--- src/rtl/rc4_pkg.sv ---
// Package for the RC4 stream cipher: constants, codes and the controller/datapath types.
`timescale 1ns / 1ps
package rc4_pkg;

    // Key storage limits.
    localparam int MAX_KEY_BYTES = 16;
    localparam int KEY_IDX_W     = $clog2(MAX_KEY_BYTES);
    localparam int KEY_LEN_W     = 5;
    localparam int CFG_DATA_W    = 64;
    localparam int CFG_IDX_W     = 2;

    // S-box geometry.
    localparam int SBOX_DEPTH = 256;
    localparam int SBOX_W     = 8;
    localparam int SBOX_AW    = $clog2(SBOX_DEPTH);

    // Configuration register indexes.
    localparam logic [CFG_IDX_W-1:0] REG_KEY_LOW    = 2'd0;
    localparam logic [CFG_IDX_W-1:0] REG_KEY_HIGH   = 2'd1;
    localparam logic [CFG_IDX_W-1:0] REG_KEY_LENGTH = 2'd2;

    // Input command codes.
    localparam logic CMD_DATA    = 1'b0;
    localparam logic CMD_RESTART = 1'b1;

    // Controller states.
    typedef enum logic [3:0] {
        ST_IDLE,
        ST_INIT,
        ST_K0,
        ST_K1,
        ST_K2,
        ST_K3,
        ST_D1,
        ST_D2,
        ST_D3
    } t_rc4_state;

    // S-box read address selection.
    typedef enum logic [1:0] {
        RD_INC,
        RD_I,
        RD_J,
        RD_T
    } t_rc4_rsel;

    // S-box write address and data selection.
    typedef enum logic [1:0] {
        WR_INIT,
        WR_I_RD,
        WR_J_SI
    } t_rc4_wsel;

    // Commands from the controller to the datapath.
    typedef struct packed {
        logic      clr_idx;
        logic      inc_i;
        logic      ld_data;
        logic      rd_en;
        t_rc4_rsel rd_sel;
        logic      wr_en;
        t_rc4_wsel wr_sel;
        logic      ld_j;
        logic      add_key;
        logic      ld_si;
        logic      ld_sj;
        logic      adv_key;
        logic      ld_out;
    } t_rc4_cmd;

    // Status from the datapath to the controller.
    typedef struct packed {
        logic last_i;
    } t_rc4_status;

endpackage

--- src/rtl/rc4_if.sv ---
// Handshake interfaces of the RC4 stream cipher: input, output and configuration channels.
`timescale 1ns / 1ps

interface rc4_in_if;
    logic       valid;
    logic       ready;
    logic       cmd;
    logic [7:0] data_byte;

    modport source (output valid, output cmd, output data_byte, input ready);
    modport sink   (input valid, input cmd, input data_byte, output ready);
endinterface

interface rc4_out_if;
    logic       valid;
    logic       ready;
    logic [7:0] out_byte;

    modport source (output valid, output out_byte, input ready);
    modport sink   (input valid, input out_byte, output ready);
endinterface

interface rc4_cfg_if;
    logic        valid;
    logic        ready;
    logic [1:0]  index;
    logic [63:0] data;

    modport source (output valid, output index, output data, input ready);
    modport sink   (input valid, input index, input data, output ready);
endinterface

--- src/rtl/rc4_ram.sv ---
// Generic single-write, single-read RAM with registered read data.
`timescale 1ns / 1ps
module rc4_ram #(
    parameter int WIDTH = 8,
    parameter int DEPTH = 256
) (
    input  logic                     i_clk,
    input  logic                     i_we,
    input  logic [$clog2(DEPTH)-1:0] i_waddr,
    input  logic [WIDTH-1:0]         i_wdata,
    input  logic                     i_re,
    input  logic [$clog2(DEPTH)-1:0] i_raddr,
    output logic [WIDTH-1:0]         o_rdata
);

    logic [WIDTH-1:0] r_mem [DEPTH];
    logic [WIDTH-1:0] r_rdata;

    // Write port and registered read port; a read of the address being written returns old data.
    always_ff @(posedge i_clk) begin
        if (i_we) begin
            r_mem[i_waddr] <= i_wdata;
        end
        if (i_re) begin
            r_rdata <= r_mem[i_raddr];
        end
    end

    assign o_rdata = r_rdata;

endmodule

--- src/rtl/rc4_datapath.sv ---
// RC4 datapath: key registers, indexes, S-box RAM, swap bookkeeping and output byte register.
`timescale 1ns / 1ps
module rc4_datapath
    import rc4_pkg::*;
(
    input  logic                  i_clk,
    input  logic                  i_rst_n,
    input  t_rc4_cmd              i_cmd,
    output t_rc4_status           o_status,
    input  logic                  i_cfg_we,
    input  logic [CFG_IDX_W-1:0]  i_cfg_index,
    input  logic [CFG_DATA_W-1:0] i_cfg_data,
    input  logic [7:0]            i_data_byte,
    output logic [7:0]            o_out_byte
);

    logic [CFG_DATA_W-1:0] r_key_low;
    logic [CFG_DATA_W-1:0] r_key_high;
    logic [KEY_LEN_W-1:0]  r_key_length;
    logic [SBOX_AW-1:0]    r_i;
    logic [SBOX_AW-1:0]    r_j;
    logic [KEY_IDX_W-1:0]  r_k;
    logic [SBOX_W-1:0]     r_si;
    logic [SBOX_W-1:0]     r_sj;
    logic [SBOX_AW-1:0]    r_t;
    logic [7:0]            r_data;
    logic [7:0]            r_out_byte;

    logic [SBOX_AW-1:0]    n_j;
    logic [SBOX_AW-1:0]    ram_raddr;
    logic [SBOX_AW-1:0]    ram_waddr;
    logic [SBOX_W-1:0]     ram_wdata;
    logic [SBOX_W-1:0]     ram_rdata;
    logic [2*CFG_DATA_W-1:0] key_all;
    logic [7:0]            key_byte;
    logic [KEY_LEN_W-1:0]  len_eff;
    logic [SBOX_W-1:0]     keystream;

    // Configuration registers.
    always_ff @(posedge i_clk) begin
        if (!i_rst_n) begin
            r_key_low    <= '0;
            r_key_high   <= '0;
            r_key_length <= KEY_LEN_W'(5);
        end else if (i_cfg_we) begin
            case (i_cfg_index)
                REG_KEY_LOW:    r_key_low    <= i_cfg_data;
                REG_KEY_HIGH:   r_key_high   <= i_cfg_data;
                REG_KEY_LENGTH: r_key_length <= i_cfg_data[KEY_LEN_W-1:0];
                default: ;
            endcase
        end
    end

    // Current key byte and the key length clamped to the supported range.
    assign key_all  = {r_key_high, r_key_low};
    assign key_byte = key_all[r_k*8 +: 8];

    always_comb begin
        if (r_key_length == '0) begin
            len_eff = KEY_LEN_W'(1);
        end else if (r_key_length > KEY_LEN_W'(MAX_KEY_BYTES)) begin
            len_eff = KEY_LEN_W'(MAX_KEY_BYTES);
        end else begin
            len_eff = r_key_length;
        end
    end

    // Next j: j plus the S-box byte just read, plus the key byte during the key schedule.
    assign n_j = r_j + ram_rdata + (i_cmd.add_key ? key_byte : 8'd0);

    // S-box read address.
    always_comb begin
        case (i_cmd.rd_sel)
            RD_INC:  ram_raddr = r_i + 8'd1;
            RD_I:    ram_raddr = r_i;
            RD_J:    ram_raddr = n_j;
            RD_T:    ram_raddr = r_si + ram_rdata;
            default: ram_raddr = r_i;
        endcase
    end

    // S-box write address and data.
    always_comb begin
        case (i_cmd.wr_sel)
            WR_INIT: begin
                ram_waddr = r_i;
                ram_wdata = r_i;
            end
            WR_I_RD: begin
                ram_waddr = r_i;
                ram_wdata = ram_rdata;
            end
            WR_J_SI: begin
                ram_waddr = r_j;
                ram_wdata = r_si;
            end
            default: begin
                ram_waddr = r_i;
                ram_wdata = ram_rdata;
            end
        endcase
    end

    rc4_ram #(
        .WIDTH (SBOX_W),
        .DEPTH (SBOX_DEPTH)
    ) u_sbox (
        .i_clk   (i_clk),
        .i_we    (i_cmd.wr_en),
        .i_waddr (ram_waddr),
        .i_wdata (ram_wdata),
        .i_re    (i_cmd.rd_en),
        .i_raddr (ram_raddr),
        .o_rdata (ram_rdata)
    );

    // Indexes i, j and the key byte position.
    always_ff @(posedge i_clk) begin
        if (!i_rst_n) begin
            r_i <= '0;
            r_j <= '0;
            r_k <= '0;
        end else if (i_cmd.clr_idx) begin
            r_i <= '0;
            r_j <= '0;
            r_k <= '0;
        end else begin
            if (i_cmd.inc_i) begin
                r_i <= r_i + 8'd1;
            end
            if (i_cmd.ld_j) begin
                r_j <= n_j;
            end
            if (i_cmd.adv_key) begin
                if ({1'b0, r_k} == len_eff - KEY_LEN_W'(1)) begin
                    r_k <= '0;
                end else begin
                    r_k <= r_k + KEY_IDX_W'(1);
                end
            end
        end
    end

    // Swap operands, keystream address, the data byte of the beat in flight and the output byte.
    always_ff @(posedge i_clk) begin
        if (i_cmd.ld_si) begin
            r_si <= ram_rdata;
        end
        if (i_cmd.ld_sj) begin
            r_sj <= ram_rdata;
            r_t  <= r_si + ram_rdata;
        end
        if (i_cmd.ld_data) begin
            r_data <= i_data_byte;
        end
        if (i_cmd.ld_out) begin
            r_out_byte <= r_data ^ keystream;
        end
    end

    // Keystream byte, forwarded from the swap when its address is one just swapped.
    always_comb begin
        if (r_t == r_j) begin
            keystream = r_si;
        end else if (r_t == r_i) begin
            keystream = r_sj;
        end else begin
            keystream = ram_rdata;
        end
    end

    assign o_status.last_i = (r_i == 8'hFF);
    assign o_out_byte      = r_out_byte;

endmodule

--- src/rtl/rc4_ctrl.sv ---
// RC4 controller: sequences the key schedule and the per-byte swap, and owns the output valid.
`timescale 1ns / 1ps
module rc4_ctrl
    import rc4_pkg::*;
(
    input  logic        i_clk,
    input  logic        i_rst_n,
    input  logic        i_in_valid,
    input  logic        i_in_cmd,
    output logic        o_in_ready,
    output logic        o_out_valid,
    input  logic        i_out_ready,
    output t_rc4_cmd    o_cmd,
    input  t_rc4_status i_status
);

    t_rc4_state r_state;
    t_rc4_state n_state;
    logic       r_out_valid;
    logic       n_out_valid;
    logic       out_free;

    assign out_free = !r_out_valid || i_out_ready;

    // State and output valid registers.
    always_ff @(posedge i_clk) begin
        if (!i_rst_n) begin
            r_state     <= ST_IDLE;
            r_out_valid <= 1'b0;
        end else begin
            r_state     <= n_state;
            r_out_valid <= n_out_valid;
        end
    end

    // Next state and datapath commands.
    always_comb begin
        n_state    = r_state;
        o_in_ready = 1'b0;
        o_cmd      = '0;
        o_cmd.rd_sel = RD_I;
        o_cmd.wr_sel = WR_INIT;
        case (r_state)
            ST_IDLE: begin
                o_in_ready = 1'b1;
                if (i_in_valid) begin
                    if (i_in_cmd == CMD_RESTART) begin
                        o_cmd.clr_idx = 1'b1;
                        n_state       = ST_INIT;
                    end else begin
                        o_cmd.ld_data = 1'b1;
                        o_cmd.inc_i   = 1'b1;
                        o_cmd.rd_en   = 1'b1;
                        o_cmd.rd_sel  = RD_INC;
                        n_state       = ST_D1;
                    end
                end
            end
            ST_INIT: begin
                o_cmd.wr_en  = 1'b1;
                o_cmd.wr_sel = WR_INIT;
                o_cmd.inc_i  = 1'b1;
                if (i_status.last_i) begin
                    n_state = ST_K0;
                end
            end
            ST_K0: begin
                o_cmd.rd_en  = 1'b1;
                o_cmd.rd_sel = RD_I;
                n_state      = ST_K1;
            end
            ST_K1: begin
                o_cmd.rd_en   = 1'b1;
                o_cmd.rd_sel  = RD_J;
                o_cmd.ld_j    = 1'b1;
                o_cmd.add_key = 1'b1;
                o_cmd.ld_si   = 1'b1;
                n_state       = ST_K2;
            end
            ST_K2: begin
                o_cmd.wr_en  = 1'b1;
                o_cmd.wr_sel = WR_I_RD;
                n_state      = ST_K3;
            end
            ST_K3: begin
                o_cmd.wr_en   = 1'b1;
                o_cmd.wr_sel  = WR_J_SI;
                o_cmd.inc_i   = 1'b1;
                o_cmd.adv_key = 1'b1;
                if (i_status.last_i) begin
                    o_cmd.clr_idx = 1'b1;
                    n_state       = ST_IDLE;
                end else begin
                    n_state = ST_K0;
                end
            end
            ST_D1: begin
                o_cmd.rd_en  = 1'b1;
                o_cmd.rd_sel = RD_J;
                o_cmd.ld_j   = 1'b1;
                o_cmd.ld_si  = 1'b1;
                n_state      = ST_D2;
            end
            ST_D2: begin
                o_cmd.wr_en  = 1'b1;
                o_cmd.wr_sel = WR_I_RD;
                o_cmd.rd_en  = 1'b1;
                o_cmd.rd_sel = RD_T;
                o_cmd.ld_sj  = 1'b1;
                n_state      = ST_D3;
            end
            ST_D3: begin
                // Rewriting the same entry while the output is full is harmless.
                o_cmd.wr_en  = 1'b1;
                o_cmd.wr_sel = WR_J_SI;
                if (out_free) begin
                    o_cmd.ld_out = 1'b1;
                    n_state      = ST_IDLE;
                end
            end
            default: begin
                n_state = ST_IDLE;
            end
        endcase
    end

    // Output valid is set by a new result and cleared when the beat is taken.
    always_comb begin
        if (o_cmd.ld_out) begin
            n_out_valid = 1'b1;
        end else if (i_out_ready) begin
            n_out_valid = 1'b0;
        end else begin
            n_out_valid = r_out_valid;
        end
    end

    assign o_out_valid = r_out_valid;

endmodule

--- src/rtl/rc4_stream_cipher.sv ---
// Top level of the RC4 stream cipher: controller, datapath and channel hookup.
//
// Usage: write key_low (index 0), key_high (index 1) and key_length (index 2)
// on the configuration channel while the block is idle; it is always ready.
// Then send a restart beat (cmd = 1) on the input channel. It runs the key
// schedule and gives no output: an identity fill of the S-box RAM and 256
// scramble steps, each through the states K0, K1, K2 and K3; no new input
// beat is taken until it ends. Register changes apply at the next restart.
// Each data beat (cmd = 0) then gives one output beat, the byte XORed with
// the keystream byte; encryption and decryption are the same operation.
// A data beat runs through the states IDLE, D1, D2 and D3, an order set by the
// three dependent reads and the two swap writes on the S-box RAM, which has
// one read and one write port. No new byte is taken before D3 loads the result.
// The result sits in an output register; a new input beat is taken while it
// waits, and the data beat's last step holds until that register is free.
// Reset clears the indexes, the controller and the output valid and sets the
// key length to 5; the S-box holds no defined contents until a restart.
`timescale 1ns / 1ps
module rc4_stream_cipher
    import rc4_pkg::*;
(
    input  logic      i_clk,
    input  logic      i_rst_n,
    rc4_in_if.sink    i_in,
    rc4_out_if.source o_out,
    rc4_cfg_if.sink   i_cfg
);

    t_rc4_cmd    cmd;
    t_rc4_status status;

    // Configuration writes are always taken.
    assign i_cfg.ready = 1'b1;

    rc4_ctrl u_ctrl (
        .i_clk       (i_clk),
        .i_rst_n     (i_rst_n),
        .i_in_valid  (i_in.valid),
        .i_in_cmd    (i_in.cmd),
        .o_in_ready  (i_in.ready),
        .o_out_valid (o_out.valid),
        .i_out_ready (o_out.ready),
        .o_cmd       (cmd),
        .i_status    (status)
    );

    rc4_datapath u_datapath (
        .i_clk       (i_clk),
        .i_rst_n     (i_rst_n),
        .i_cmd       (cmd),
        .o_status    (status),
        .i_cfg_we    (i_cfg.valid),
        .i_cfg_index (i_cfg.index),
        .i_cfg_data  (i_cfg.data),
        .i_data_byte (i_in.data_byte),
        .o_out_byte  (o_out.out_byte)
    );

endmodule

--- src/flat_wrapper.sv ---
// flat-port wrapper written by rule: the top's interface ports become plain ports
module rc4_stream_cipher_flat import rc4_pkg::*;
  (i_clk, i_rst_n, i_in_valid, i_in_cmd, i_in_data_byte, i_in_ready, o_out_valid, o_out_out_byte, o_out_ready, i_cfg_valid, i_cfg_index, i_cfg_data, i_cfg_ready);
  rc4_in_if i_in_i ();
  rc4_out_if o_out_i ();
  rc4_cfg_if i_cfg_i ();
  input  logic i_clk;
  input  logic i_rst_n;
  input wire logic [$bits(i_in_i.valid)-1:0] i_in_valid;
  input wire logic [$bits(i_in_i.cmd)-1:0] i_in_cmd;
  input wire logic [$bits(i_in_i.data_byte)-1:0] i_in_data_byte;
  output wire logic [$bits(i_in_i.ready)-1:0] i_in_ready;
  output wire logic [$bits(o_out_i.valid)-1:0] o_out_valid;
  output wire logic [$bits(o_out_i.out_byte)-1:0] o_out_out_byte;
  input wire logic [$bits(o_out_i.ready)-1:0] o_out_ready;
  input wire logic [$bits(i_cfg_i.valid)-1:0] i_cfg_valid;
  input wire logic [$bits(i_cfg_i.index)-1:0] i_cfg_index;
  input wire logic [$bits(i_cfg_i.data)-1:0] i_cfg_data;
  output wire logic [$bits(i_cfg_i.ready)-1:0] i_cfg_ready;
  assign i_in_i.valid = i_in_valid;
  assign i_in_i.cmd = i_in_cmd;
  assign i_in_i.data_byte = i_in_data_byte;
  assign i_in_ready = i_in_i.ready;
  assign o_out_valid = o_out_i.valid;
  assign o_out_out_byte = o_out_i.out_byte;
  assign o_out_i.ready = o_out_ready;
  assign i_cfg_i.valid = i_cfg_valid;
  assign i_cfg_i.index = i_cfg_index;
  assign i_cfg_i.data = i_cfg_data;
  assign i_cfg_ready = i_cfg_i.ready;
  rc4_stream_cipher u_core (.i_clk(i_clk), .i_rst_n(i_rst_n), .i_in(i_in_i), .o_out(o_out_i), .i_cfg(i_cfg_i));
endmodule
--- config.mk ---
export PLATFORM = sky130hd
export DESIGN_NAME = rc4_stream_cipher_flat
export DESIGN_NICKNAME = d
export VERILOG_FILES = /design/src/rtl/rc4_pkg.sv /design/src/rtl/rc4_if.sv /design/src/rtl/rc4_ram.sv /design/src/rtl/rc4_datapath.sv /design/src/rtl/rc4_ctrl.sv /design/src/rtl/rc4_stream_cipher.sv /design/src/flat_wrapper.sv
export SDC_FILE = /design/constraint.sdc
export NUM_CORES = 2
export LEC_CHECK = 0
export BUFFER_PORTS_ARGS = -buffer_cell sky130_fd_sc_hd__buf_2
export CORE_UTILIZATION = 45
export CTS_BUF_LIST = sky130_fd_sc_hd__clkbuf_8
export CTS_CLUSTER_SIZE = 40
export DETAILED_ROUTE_END_ITERATION = 16
export PLACE_DENSITY = 0.6
export RECOVER_POWER = 50
export SYNTH_ARGS = -nofsm -noshare
export SYNTH_HDL_FRONTEND = slang
export SYNTH_HIERARCHICAL = 1
export SYNTH_SLANG_ARGS = --single-unit
--- constraint.sdc ---
create_clock -name i_clk -period 19.24 [get_ports i_clk]
set_clock_uncertainty 0.05 [all_clocks]
set_input_delay 0 -clock i_clk [delete_from_list [all_inputs] [get_ports i_clk]]
set_output_delay 0 -clock i_clk [all_outputs]
set_load 0.05 [all_outputs]
==> impl_metrics.json <==
{
  "status": "finished with violations",
  "violations": "capacitance limit, slew limit",
  "reg2reg_slack_ps": 6110,
  "finalSetupViolations": 0,
  "power.density_nw_per_um2": 142,
  "fill_cells": 16109,
  "pre_cts_ws_ps": 10670,
  "die-area_um2": 201000,
  "gp_congestion": 0.827,
  "end_kind": "register",
  "overflow": 0,
  "grt_pass1_wl_um": 335000,
  "timing.final.crit_period_ps": 13130,
  "crit_chain": "nand2_1 -> or2_2 -> a21oi_1 -> clkbuf_1 -> mux2i_1 -> o21ai_4 -> clkbuf_1 -> clkbuf_1",
  "start_util": 0.454,
  "grt_pass1_vias": 48510,
  "syn-instance-count": 4817,
  "syn2layout_area_growth_pct": 12.7,
  "cts.sinks": 2254,
  "r2r-end": "u_core/u_datapath/u_sbox/r_mem[128][2]",
  "syn_avg_cell_area_um2": 18.6,
  "drcViolationCount": 0,
  "rsz0062_at_grt": "false",
  "cp_max_fo": 196,
  "core_um2": 198000,
  "fin_nets": 5361,
  "start_kind": "register",
  "antenna_found_initial": 6,
  "placementRows": 163,
  "root_buffer": "clkbuf_8",
  "clk_latency_ps": 1050,
  "via_count": 48006,
  "hold_path_class": "primary input to register",
  "place_hpwl_um": 136000,
  "drt_iter0_markers": 4989,
  "drv_slew": 1631,
  "io_buffers": 89,
  "synth_edf_count": 2096,
  "drv_cap": 21,
  "h-tree-depth": 5,
  "timing.final.crit_share": 0.683,
  "dp.cells": 7336,
  "wl_per_cell_um": 28.2,
  "drt-total-wl_um": 231000,
  "finalSetupTns_ps": 0,
  "syn-num-nets": 4922,
  "fin_cells": 8180,
  "ant_nets": 0,
  "synthArstFlopShare": 0,
  "post_cts_buffers": 0,
  "cts_tree": "done",
  "ios": 91,
  "r2r-start": "u_core/u_ctrl/r_state[0]",
  "synth_cell_types": 76,
  "cts_buffer_depth": 4,
  "crit_path_frequent_cell": "clkbuf_1",
  "reg2regPathDepth": 8,
  "arrival_ps": 12550,
  "max_freq_mhz": 76.1,
  "synth_seq_area_share": 0.736,
  "die_height_um": 449,
  "hold_viol_final": 0,
  "critPathRequiredTime_ps": 18660,
  "grt_start_max_net_pins": 233,
  "slew_headroom": -5.16,
  "critical_path.startpoint": "u_core/u_ctrl/r_state[0]",
  "tightest_slew_ps": 9240,
  "synth-seq-cells": 2254,
  "die_w_um": 449,
  "yosysWarnings": 6,
  "syn_area_um2": 89800,
  "cts_buffers": 376,
  "firstDrtPassIters": 7,
  "dominantRegCellSynth": "edfxtp_1",
  "endpoint": "u_core/u_datapath/u_sbox/r_mem[128][2]",
  "path_class": "register to register",
  "slowest_delay_ps": 6390,
  "slowest_stage": "clkbuf_1",
  "leakage_nw": 32.1,
  "gr-usage-all-layers": 0.226,
  "drive_above_1_share": 0.209,
  "clk_pin_slew_ps": 60,
  "via_per_inst": 5.87,
  "fin_ws_ps": 6110,
  "peakVddDrop_uv": 113
}
worst min path at each step:
stage,start,to,slack (ps),cells after the start
after floorplan,i_in_data_byte[0],u_core/u_datapath/r_data[0],50,0
after global placement,i_in_data_byte[5],u_core/u_datapath/r_data[5],130,1
after detailed placement,i_in_data_byte[0],u_core/u_datapath/r_data[0],130,1
after CTS,i_in_cmd,u_core/u_datapath/r_data[2],30,4
after global routing,i_in_cmd,u_core/u_datapath/r_data[2],90,4
final,i_in_cmd,u_core/u_datapath/r_data[2],120,4
cell usage in the layout, fill, tap and decap left out, types with 9 or more instances in the layout:
cell type         n
o211ai_1         10
clkbuf_8        394
clkbuf_1         35
nor2b_1          40
buf_2            76
and2_1           13
nor3_1           31
nand4_1          15
a211oi_1         17
inv_1           153
nand3_1          38
a22oi_1         133
o221ai_1         46
a221oi_1         14
mux2_2           14
dfxtp_1         157
fa_1              9
buf_4            77
mux4_2          491
edfxtp_1       2096
nor2_1          322
xnor2_1          28
mux2i_1         162
xor2_1           25
a21boi_0        130
nand2_1         318
nor4_1           23
nand2b_1         19
clkinv_2         32
clkinv_1         87
o22ai_1          29
dlygate4sd3_1   182
ha_1             16
a21oi_1         116
o21ai_0          25
Yosys cell counts, types with 4 or more instances:
library cell | n | area, um2
a31oi_1 | 6 | 37.5
and2_1 | 15 | 93.8
o32ai_1 | 4 | 35.0
a221oi_1 | 14 | 123
nor2_1 | 323 | 1210
a211oi_1 | 19 | 143
nand3b_1 | 7 | 52.6
a21oi_1 | 122 | 611
a22o_1 | 8 | 70.1
o22a_1 | 7 | 61.3
buf_8 | 13 | 195
mux4_2 | 492 | 11100
xor2_1 | 25 | 219
o21ai_0 | 33 | 165
o22ai_1 | 29 | 181
buf_4 | 30 | 225
nand4_1 | 15 | 93.8
a21boi_0 | 130 | 976
nor2b_1 | 43 | 269
fa_1 | 9 | 180
nor3_1 | 33 | 165
buf_12 | 8 | 160
o211ai_1 | 10 | 75.1
clkbuf_1 | 174 | 653
edfxtp_1 | 2096 | 62900
dfxtp_1 | 158 | 3160
or2_2 | 6 | 37.5
nand2b_1 | 19 | 119
o221ai_1 | 46 | 403
buf_6 | 23 | 259
nand2_1 | 319 | 1200
and3b_1 | 4 | 35.0
mux2i_1 | 162 | 1620
buf_2 | 38 | 190
a22oi_1 | 133 | 998
ha_1 | 16 | 200
and3_1 | 7 | 43.8
buf_1 | 26 | 97.6
mux2_2 | 14 | 158
nor4_1 | 28 | 175
nand3_1 | 41 | 205
xnor2_1 | 28 | 245
inv_1 | 27 | 101
flip-flops by register name (all words and copies together), names as in the netlist:
| name | cells |
|---|---|
| u_core/u_datapath/u_sbox/o_rdata | 8 |
| u_core/u_datapath/r_key_low | 64 |
| u_core/u_ctrl/r_state | 4 |
| u_core/u_datapath/r_k | 4 |
| u_core/u_datapath/o_out_byte | 8 |
| u_core/u_datapath/r_key_high | 64 |
| u_core/u_ctrl/o_out_valid | 1 |
| u_core/u_datapath/r_si | 8 |
| u_core/u_datapath/r_key_length | 5 |
| u_core/u_datapath/r_sj | 8 |
| u_core/u_datapath/r_data | 8 |
| u_core/u_datapath/u_sbox/r_mem | 2048 |
| u_core/u_datapath/r_t | 8 |
| u_core/u_datapath/r_j | 8 |
| u_core/u_datapath/r_i | 8 |
stage by stage:
step	utilization	hold WS (ps)	area, um2	total power (W)
finish	0.512	117	101000	0.0143
global route	0.512	90.6	101000	0.0149
CTS	0.513	29.2	101000	0.0144
detailed placement	0.470	132	92900	0.0106
global placement	0.470	128	92900	0.0106
floorplan	-	48.9	89800	0.00961
final cells by class:
cell class	count	area (um2)	area share
Tap cell	2640	3300	0.0326
Sequential cell	2254	66100	0.653
Antenna cell	8	20.0	0.000198
Clock inverter	260	1210	0.0120
Inverter	28	105	0.00104
Multi-Input combinational cell	2223	22100	0.218
Timing Repair Buffer	373	2970	0.0294
Clock buffer	394	5420	0.0536
power breakdown:
| part | leakage [nW] | internal (W) | switching, W |
|---|---|---|---|
| Combinational | 7.60 | 0.00184 | 0.00270 |
| Sequential | 20.6 | 0.00591 | 0.0000728 |
| Clock | 3.86 | 0.00196 | 0.00186 |
| Total | 32.1 | 0.00971 | 0.00463 |
cells by family after synthesis:
group	share of synthesized area
DFF	0.736
and+or+nand+nor	0.0430
adders and majority gates	0.00423
other	0.0000417
buffers and inverters	0.0210
AOI/OAI and AO/OA	0.0467
muxes	0.144
xor gates and xnor gates	0.00517
worst max-delay path, delay by kind of cell (launching register included):
kind	cells	cell delay (ps)
DFF	1	680
and+or+nand+nor	2	620
muxes	1	230
buffers and inverters	3	9220
AOI/OAI and AO/OA	2	320
metal layers:
metal  wire [um]  part of all wire  global-route usage  up-vias
met5          11          0.000048                   0        -
met1       98000              0.42               0.318    25387
met4        6960             0.030              0.0768        2
li1            -                 -                   -    20381
met2      110000              0.48               0.358     1845
met3       15600             0.068              0.0406      391
what timing repair did:
action / in CTS / in global routing
hold endpoints to repair: 190 / 0
resized for setup: 0 / 0
hold buffers: 182 / 0
(Power assumes the default switching activity.)
